**src/hdl/tsb_pkg.sv**
```systemverilog
package tsb_pkg;

  localparam int unsigned HANDLE_W       = 32;
  localparam int unsigned CAP_W          = 14;
  localparam int unsigned SLOT_W         = 5;
  localparam int unsigned SLOT_COUNT_DEF = 32;

  localparam logic [CAP_W-1:0] CAP_RESET = 14'd1000;

  localparam logic MODE_DRAW = 1'b0;
  localparam logic MODE_END  = 1'b1;

  // broadcast from the controller to every cell
  typedef struct packed {
    logic                cmp_en;
    logic                wr_en;
    logic [HANDLE_W-1:0] handle;
  } cell_ctrl_t;

endpackage

```
**src/hdl/tsb_in_if.sv**
```systemverilog
interface tsb_in_if;
  logic                          valid;
  logic                          ready;
  logic                          mode;
  logic [tsb_pkg::HANDLE_W-1:0]  texture_handle;

  modport source (output valid, output mode, output texture_handle, input ready);
  modport sink   (input valid, input mode, input texture_handle, output ready);
endinterface

```
**src/hdl/tsb_out_if.sv**
```systemverilog
interface tsb_out_if;
  logic                       valid;
  logic                       ready;
  logic [tsb_pkg::SLOT_W-1:0] slot;
  logic                       slot_new;
  logic                       slots_restarted;
  logic                       flushed;
  logic [tsb_pkg::CAP_W-1:0]  flushed_quads;
  logic [tsb_pkg::CAP_W-1:0]  quad_position;

  modport source (output valid, output slot, output slot_new, output slots_restarted,
                  output flushed, output flushed_quads, output quad_position,
                  input ready);
  modport sink   (input valid, input slot, input slot_new, input slots_restarted,
                  input flushed, input flushed_quads, input quad_position,
                  output ready);
endinterface

```
**src/hdl/tsb_cell.sv**
```systemverilog
module tsb_cell #(
  parameter int unsigned INDEX  = 0,
  parameter int unsigned IDX_W  = 5,
  parameter int unsigned USED_W = 6
) (
  input  logic                    clk,
  input  tsb_pkg::cell_ctrl_t     ctrl,
  input  logic [IDX_W-1:0]        wr_idx,
  input  logic [USED_W-1:0]       used,
  input  logic                    hit_in,
  output logic                    hit_out,
  output logic                    match
);

  logic [tsb_pkg::HANDLE_W-1:0] handle_r;
  logic                         match_r;

  always_ff @(posedge clk) begin
    if (ctrl.wr_en && (wr_idx == IDX_W'(INDEX))) begin
      handle_r <= ctrl.handle;
    end
    if (ctrl.cmp_en) begin
      match_r <= (handle_r == ctrl.handle) && (used > USED_W'(INDEX));
    end
  end

  // lowest hit wins: a cell only reports a hit when no cell below it has one
  assign match   = match_r && !hit_in;
  assign hit_out = match_r || hit_in;

endmodule

```
**src/hdl/texture_slot_batcher.sv**
```systemverilog
// Texture slot allocator and quad batcher. Each draw request carries a texture
// handle; it is matched against the filled part of a slot table held in a row
// of cells, or appended. A full table flushes the batch and restarts at slot 0,
// and a batch that has reached batch_capacity quads is flushed before the new
// quad joins. An end-scene request flushes the pending quads. One result per
// request. A request first has every cell compare its stored handle as it is
// accepted; then, in the match state, the lowest hit is picked and the counters and
// table are updated. A new request is taken once the previous one has left the
// match state, and a result waiting in the output register stalls it only when the
// next result is ready to be written. The user must write batch_capacity through
// cfg_we/cfg_data only while no request is in flight; the block does not enforce it.
module texture_slot_batcher #(
  parameter int unsigned SLOT_COUNT = tsb_pkg::SLOT_COUNT_DEF
) (
  input  logic                     clk,
  input  logic                     rst_n,
  tsb_in_if.sink                   in_ch,
  tsb_out_if.source                out_ch,
  input  logic                     cfg_we,
  input  logic [tsb_pkg::CAP_W-1:0] cfg_data
);

  localparam int unsigned IDX_W  = (SLOT_COUNT > 1) ? $clog2(SLOT_COUNT) : 1;
  localparam int unsigned USED_W = $clog2(SLOT_COUNT + 1);
  localparam int unsigned CW     = tsb_pkg::CAP_W;

  typedef enum logic [1:0] {
    ST_IDLE  = 2'b01,
    ST_MATCH = 2'b10
  } state_t;

  state_t                          state_r, state_nxt;
  logic [CW-1:0]                   cap_r;
  logic [USED_W-1:0]               used_r, used_nxt;
  logic [CW-1:0]                   pend_r, pend_nxt;
  logic                            mode_r;
  logic [tsb_pkg::HANDLE_W-1:0]    handle_r;

  logic                            out_valid_r;
  logic [tsb_pkg::SLOT_W-1:0]      slot_r, slot_nxt;
  logic                            new_r, new_nxt;
  logic                            rst_tab_r, rst_tab_nxt;
  logic                            fl_r, fl_nxt;
  logic [CW-1:0]                   flq_r, flq_nxt;
  logic [CW-1:0]                   pos_r, pos_nxt;

  tsb_pkg::cell_ctrl_t             ctrl;
  logic [IDX_W-1:0]                wr_idx;
  logic [SLOT_COUNT-1:0]           match;
  logic [SLOT_COUNT:0]             hit_chain;
  logic                            found;
  logic [IDX_W-1:0]                hit_idx;
  logic                            accept, update;
  logic [CW-1:0]                   base;

  assign accept    = in_ch.valid && in_ch.ready;
  assign in_ch.ready = (state_r == ST_IDLE);
  assign update    = (state_r == ST_MATCH) && (!out_valid_r || out_ch.ready);

  assign hit_chain[0] = 1'b0;

  for (genvar g = 0; g < SLOT_COUNT; g++) begin : g_cell
    tsb_cell #(
      .INDEX  (g),
      .IDX_W  (IDX_W),
      .USED_W (USED_W)
    ) u_cell (
      .clk     (clk),
      .ctrl    (ctrl),
      .wr_idx  (wr_idx),
      .used    (used_r),
      .hit_in  (hit_chain[g]),
      .hit_out (hit_chain[g+1]),
      .match   (match[g])
    );
  end

  assign found = hit_chain[SLOT_COUNT];

  always_comb begin
    hit_idx = '0;
    for (int i = 0; i < SLOT_COUNT; i++) begin
      if (match[i]) begin
        hit_idx = IDX_W'(i);
      end
    end
  end

  always_comb begin
    state_nxt   = state_r;
    used_nxt    = used_r;
    pend_nxt    = pend_r;
    slot_nxt    = '0;
    new_nxt     = 1'b0;
    rst_tab_nxt = 1'b0;
    flq_nxt     = '0;
    pos_nxt     = '0;
    wr_idx      = hit_idx;
    base        = pend_r;
    ctrl.cmp_en = accept;
    ctrl.wr_en  = 1'b0;
    ctrl.handle = accept ? in_ch.texture_handle : handle_r;

    if (mode_r == tsb_pkg::MODE_END) begin
      flq_nxt  = pend_r;
      pend_nxt = '0;
    end else begin
      if (pend_r >= cap_r) begin
        flq_nxt = pend_r;
        base    = '0;
      end
      if (found) begin
        wr_idx = hit_idx;
      end else if (used_r >= USED_W'(SLOT_COUNT)) begin
        // table full: flush and restart at slot 0
        if (base != '0) begin
          flq_nxt = base;
        end
        base        = '0;
        rst_tab_nxt = 1'b1;
        new_nxt     = 1'b1;
        wr_idx      = '0;
        used_nxt    = USED_W'(1);
        ctrl.wr_en  = update;
      end else begin
        new_nxt    = 1'b1;
        wr_idx     = IDX_W'(used_r);
        used_nxt   = used_r + USED_W'(1);
        ctrl.wr_en = update;
      end
      slot_nxt = tsb_pkg::SLOT_W'(wr_idx);
      pos_nxt  = base;
      pend_nxt = base + CW'(1);
    end
    fl_nxt = (flq_nxt != '0);

    unique case (state_r)
      ST_IDLE: begin
        if (accept) begin
          state_nxt = ST_MATCH;
        end
      end
      ST_MATCH: begin
        if (update) begin
          state_nxt = ST_IDLE;
        end
      end
      default: state_nxt = ST_IDLE;
    endcase
  end

  always_ff @(posedge clk) begin
    if (!rst_n) begin
      state_r     <= ST_IDLE;
      cap_r       <= tsb_pkg::CAP_RESET;
      used_r      <= '0;
      pend_r      <= '0;
      out_valid_r <= 1'b0;
    end else begin
      state_r <= state_nxt;
      if (cfg_we) begin
        cap_r <= cfg_data;
      end
      if (update) begin
        used_r      <= used_nxt;
        pend_r      <= pend_nxt;
        out_valid_r <= 1'b1;
      end else if (out_ch.ready) begin
        out_valid_r <= 1'b0;
      end
    end
  end

  always_ff @(posedge clk) begin
    if (accept) begin
      mode_r   <= in_ch.mode;
      handle_r <= in_ch.texture_handle;
    end
    if (update) begin
      slot_r    <= slot_nxt;
      new_r     <= new_nxt;
      rst_tab_r <= rst_tab_nxt;
      fl_r      <= fl_nxt;
      flq_r     <= flq_nxt;
      pos_r     <= pos_nxt;
    end
  end

  assign out_ch.valid           = out_valid_r;
  assign out_ch.slot            = slot_r;
  assign out_ch.slot_new        = new_r;
  assign out_ch.slots_restarted = rst_tab_r;
  assign out_ch.flushed         = fl_r;
  assign out_ch.flushed_quads   = flq_r;
  assign out_ch.quad_position   = pos_r;

endmodule

```
**src/flat_wrapper.sv**
```systemverilog
// flat-port wrapper written by rule: the top's interface ports become plain ports
module texture_slot_batcher_flat 
#(
  parameter int unsigned SLOT_COUNT = tsb_pkg::SLOT_COUNT_DEF
)
  (clk, rst_n, cfg_we, cfg_data, in_ch_valid, in_ch_mode, in_ch_texture_handle, in_ch_ready, out_ch_valid, out_ch_slot, out_ch_slot_new, out_ch_slots_restarted, out_ch_flushed, out_ch_flushed_quads, out_ch_quad_position, out_ch_ready);
  tsb_in_if in_ch_i ();
  tsb_out_if out_ch_i ();
  input  logic clk;
  input  logic rst_n;
  input  logic cfg_we;
  input  logic [tsb_pkg::CAP_W-1:0] cfg_data;
  input wire logic [$bits(in_ch_i.valid)-1:0] in_ch_valid;
  input wire logic [$bits(in_ch_i.mode)-1:0] in_ch_mode;
  input wire logic [$bits(in_ch_i.texture_handle)-1:0] in_ch_texture_handle;
  output wire logic [$bits(in_ch_i.ready)-1:0] in_ch_ready;
  output wire logic [$bits(out_ch_i.valid)-1:0] out_ch_valid;
  output wire logic [$bits(out_ch_i.slot)-1:0] out_ch_slot;
  output wire logic [$bits(out_ch_i.slot_new)-1:0] out_ch_slot_new;
  output wire logic [$bits(out_ch_i.slots_restarted)-1:0] out_ch_slots_restarted;
  output wire logic [$bits(out_ch_i.flushed)-1:0] out_ch_flushed;
  output wire logic [$bits(out_ch_i.flushed_quads)-1:0] out_ch_flushed_quads;
  output wire logic [$bits(out_ch_i.quad_position)-1:0] out_ch_quad_position;
  input wire logic [$bits(out_ch_i.ready)-1:0] out_ch_ready;
  assign in_ch_i.valid = in_ch_valid;
  assign in_ch_i.mode = in_ch_mode;
  assign in_ch_i.texture_handle = in_ch_texture_handle;
  assign in_ch_ready = in_ch_i.ready;
  assign out_ch_valid = out_ch_i.valid;
  assign out_ch_slot = out_ch_i.slot;
  assign out_ch_slot_new = out_ch_i.slot_new;
  assign out_ch_slots_restarted = out_ch_i.slots_restarted;
  assign out_ch_flushed = out_ch_i.flushed;
  assign out_ch_flushed_quads = out_ch_i.flushed_quads;
  assign out_ch_quad_position = out_ch_i.quad_position;
  assign out_ch_i.ready = out_ch_ready;
  texture_slot_batcher #(.SLOT_COUNT(SLOT_COUNT)) u_core (.clk(clk), .rst_n(rst_n), .in_ch(in_ch_i), .out_ch(out_ch_i), .cfg_we(cfg_we), .cfg_data(cfg_data));
endmodule
```
**config.mk**
```make
export PLATFORM = sky130hd
export DESIGN_NAME = texture_slot_batcher_flat
export DESIGN_NICKNAME = d
export VERILOG_FILES = /design/src/hdl/tsb_pkg.sv /design/src/hdl/tsb_in_if.sv /design/src/hdl/tsb_out_if.sv /design/src/hdl/tsb_cell.sv /design/src/hdl/texture_slot_batcher.sv /design/src/flat_wrapper.sv
export SDC_FILE = /design/constraint.sdc
export NUM_CORES = 2
export LEC_CHECK = 0
export BUFFER_PORTS_ARGS = -buffer_cell sky130_fd_sc_hd__buf_2
export CAP_MARGIN = 10
export CORE_UTILIZATION = 25
export DETAILED_ROUTE_END_ITERATION = 16
export PLACE_DENSITY = 0.41
export SYNTH_ARGS = -nofsm -noshare
export SYNTH_HDL_FRONTEND = slang
export SYNTH_HIERARCHICAL = 1
export SYNTH_SLANG_ARGS = --single-unit
```
**constraint.sdc**
```tcl
create_clock -name clk -period 13.4 [get_ports clk]
set_input_delay 2.68 -clock clk [delete_from_list [all_inputs] [get_ports clk]]
set_output_delay 2.68 -clock clk [all_outputs]
set_load 0.05 [all_outputs]
```
==> impl_metrics.py <==
metrics = {
    "routing": {
        "dr.pass1.iters": 5,
        "drc": 0,
        "ant_nets": 0,
        "vias_per_cell": 4.27,
        "wl_per_cell_um": 23.2,
        "vias": 26480,
        "wl_um": 144000,
        "drt_iter0_markers": 1977,
    },
    "timing": {
        "min_period_ns": 12.23,
        "fin_skew_ns": 0.0221,
        "slew_viol_final": 0,
        "max_freq_ghz": 0.0818,
        "post-route-period-util_pct": 91.3,
        "setup_viol": 0,
        "rsz0062_at_grt": "false",
        "worstMarginPinSlew_ns": 1.21,
        "max_slew_margin_pct": 19.2,
        "hold_viol": 0,
    },
    "placement": {
        "io_buffer_count": 89,
        "gp_congestion": 0.762,
        "hpwl_um": 83200,
    },
    "floorplan": {
        "die_y_um": 448,
        "die_area_mm2": 0.201,
        "initial_core_util_pct": 25.2,
        "die_w_um": 448,
        "core_area_mm2": 0.197,
        "ioPinCount": 90,
        "row_count": 163,
    },
    "min_path": {
        "worstHoldPathType": "flip-flop to flip-flop",
        "min_path_cells": 2,
    },
    "clock_tree": {
        "cts_hold_buf": 0,
        "cts-root-buf": "clkbuf_16",
        "clkTransAtPathRegs_ns": 0.05,
        "htreeDepth": 4,
        "clock_latency_ns": 0.79,
        "clock-sinks": 1162,
        "ctsResizeCount": 0,
        "clk_path_buf_depth": 3,
        "numCtsBuffers": 136,
        "cts_tree": "yes",
        "cts_setup_buffers": 0,
    },
    "finish": {
        "drive_gt1_share_pct": 17.0,
        "final_cell_mix": "1093 x edfxtp_1, 913 x xor2_1, 175 x nor4_1",
        "synthToLayoutAreaGrowth_pct": 19.2,
        "nets": 3507,
        "postLayoutCoreUtil_pct": 30.0,
        "n_fill_cell": 19724,
        "layout_commonest_cell": "edfxtp_1",
    },
    "setup_path": {
        "path_max_fanout": 32,
        "critPathLaunchType": "flip-flop",
        "reg2reg_depth": 40,
        "arrival_ns": 12.65,
        "cpMostUsedCell": "or2_2",
        "crit_type": "flip-flop to flip-flop",
        "worstPathRequired_ns": 13.82,
        "end_kind": "flip-flop",
        "cpMaxStageDelayCell": "o31ai_4",
        "cp_slowest_stage_delay_ns": 1.03,
    },
    "logic_synthesis": {
        "syn_nets": 3184,
        "netlist_area_mm2": 0.0497,
        "synth_warnings": 6,
        "synth.avg_cell_area_um2": 16.0,
        "syn_inst": 3115,
    },
    "power": {
        "fin_total_pwr_mw": 9.13,
        "pwr-share-comb_pct": 14.2,
        "p_clk_share_pct": 40.6,
        "p_leak_nw": 19.4,
        "netSwitchingFraction_pct": 27.5,
        "internal_power_mw": 6.62,
        "power.switching_mw": 2.51,
        "ir_worst_vdd_uv": 131,
        "p_seq_share_pct": 45.2,
        "p_per_area_mw_per_mm2": 154,
    },
    "run": {
        "maxCapViolations": 0,
    },
    "global_route": {
        "grt_pass1_wl_um": 206000,
        "grt.total_usage_pct": 14.4,
        "grt_start_max_net_pins": 57,
        "antenna_found_initial": 5,
        "grt_pass1_vias": 26652,
        "grt_overflow_total": 0,
    },
    "outcome": {
        "status": "finished clean",
    },
}
==> per-layer routing <==
| layer | GRT usage [%] | share of wire (%) | up-vias | wire [um] |
|---|---|---|---|---|
| met2 | 24.2 | 48 | 417 | 69500 |
| met5 | 0 | 0 | - | 0 |
| li1 | - | - | 12379 | - |
| met3 | 2.05 | 3.3 | 142 | 4740 |
| met1 | 19.6 | 47 | 13542 | 67600 |
| met4 | 3.33 | 1.5 | 0 | 2130 |
==> metrics by stage <==
stage | hold WS [ns] | setup TNS, ns | worst slack, ns | instances | instance area (um2)
final | 0.491 | 0 | 1.17 | 6199 | 59200
after global routing | 0.502 | 0 | 0.702 | 6193 | 59200
after CTS | 0.493 | 0 | 1.24 | 6193 | 59200
after detailed placement | 0.483 | 0 | 1.26 | 5940 | 54700
after global placement | 0.480 | 0 | 1.31 | 5940 | 54700
after floorplan | 0.460 | -6.36 | -0.0445 | 3115 | 49800
==> power groups by stage <==
stage / Combinational [mW] / Sequential, mW / Clock, mW
after global routing: 1.42 / 4.13 / 3.95
after global placement: 1.36 / 4.20 / 0
after detailed placement: 1.36 / 4.20 / 0
after floorplan: 0.715 / 4.21 / 0
final: 1.30 / 4.13 / 3.70
after CTS: 1.36 / 4.13 / 3.82
==> critical path, delay by kind of cell, from the launching register on <==
kind                   cells  cell delay, ns
AO/OA/AOI/OAI              2            1.11
flip-flops                 1            0.35
AND/OR/NAND/NOR           36            9.49
buffers and inverters      2            0.82
==> area by class of cell <==
type                    instances  area [um2]  share of cell area (%)
diodes                          6        15.0                  0.0254
clock buffers                 179        3600                    6.09
clock inverters                74         853                    1.44
inverters                      30         113                   0.190
multi-input cells            1898       15600                    26.4
flip-flops and latches       1162       34200                    57.8
well taps                    2640        3300                    5.58
repair buffers                210        1470                    2.48
==> registers in the layout, indices dropped and copies added (netlist names), 2 cells and up <==
name                           cells
u_core/out_ch.flushed_quads       14
u_core/state_r                     2
u_core/g_cell.u_cell/handle_r   1024
u_core/handle_r                   32
u_core/out_ch.slot                 5
u_core/g_cell.u_cell/match_r      32
u_core/used_r                      6
u_core/cap_r                      14
u_core/pend_r                     14
u_core/out_ch.quad_position       14
==> path summary, 6_finish.rpt <==
| check | from | endpoint | slack, ns |
|---|---|---|---|
| max | u_core/g_cell[0].u_cell/match_r | u_core/g_cell[14].u_cell/handle_r[16] | 1.17 |
| min | u_core/cap_r[7] | u_core/cap_r[7] | 0.49 |
| max reg2reg | u_core/g_cell[0].u_cell/match_r | u_core/g_cell[14].u_cell/handle_r[16] | 1.17 |
| min reg2reg | u_core/cap_r[7] | u_core/cap_r[7] | 0.49 |
(Power assumes the default switching activity.)
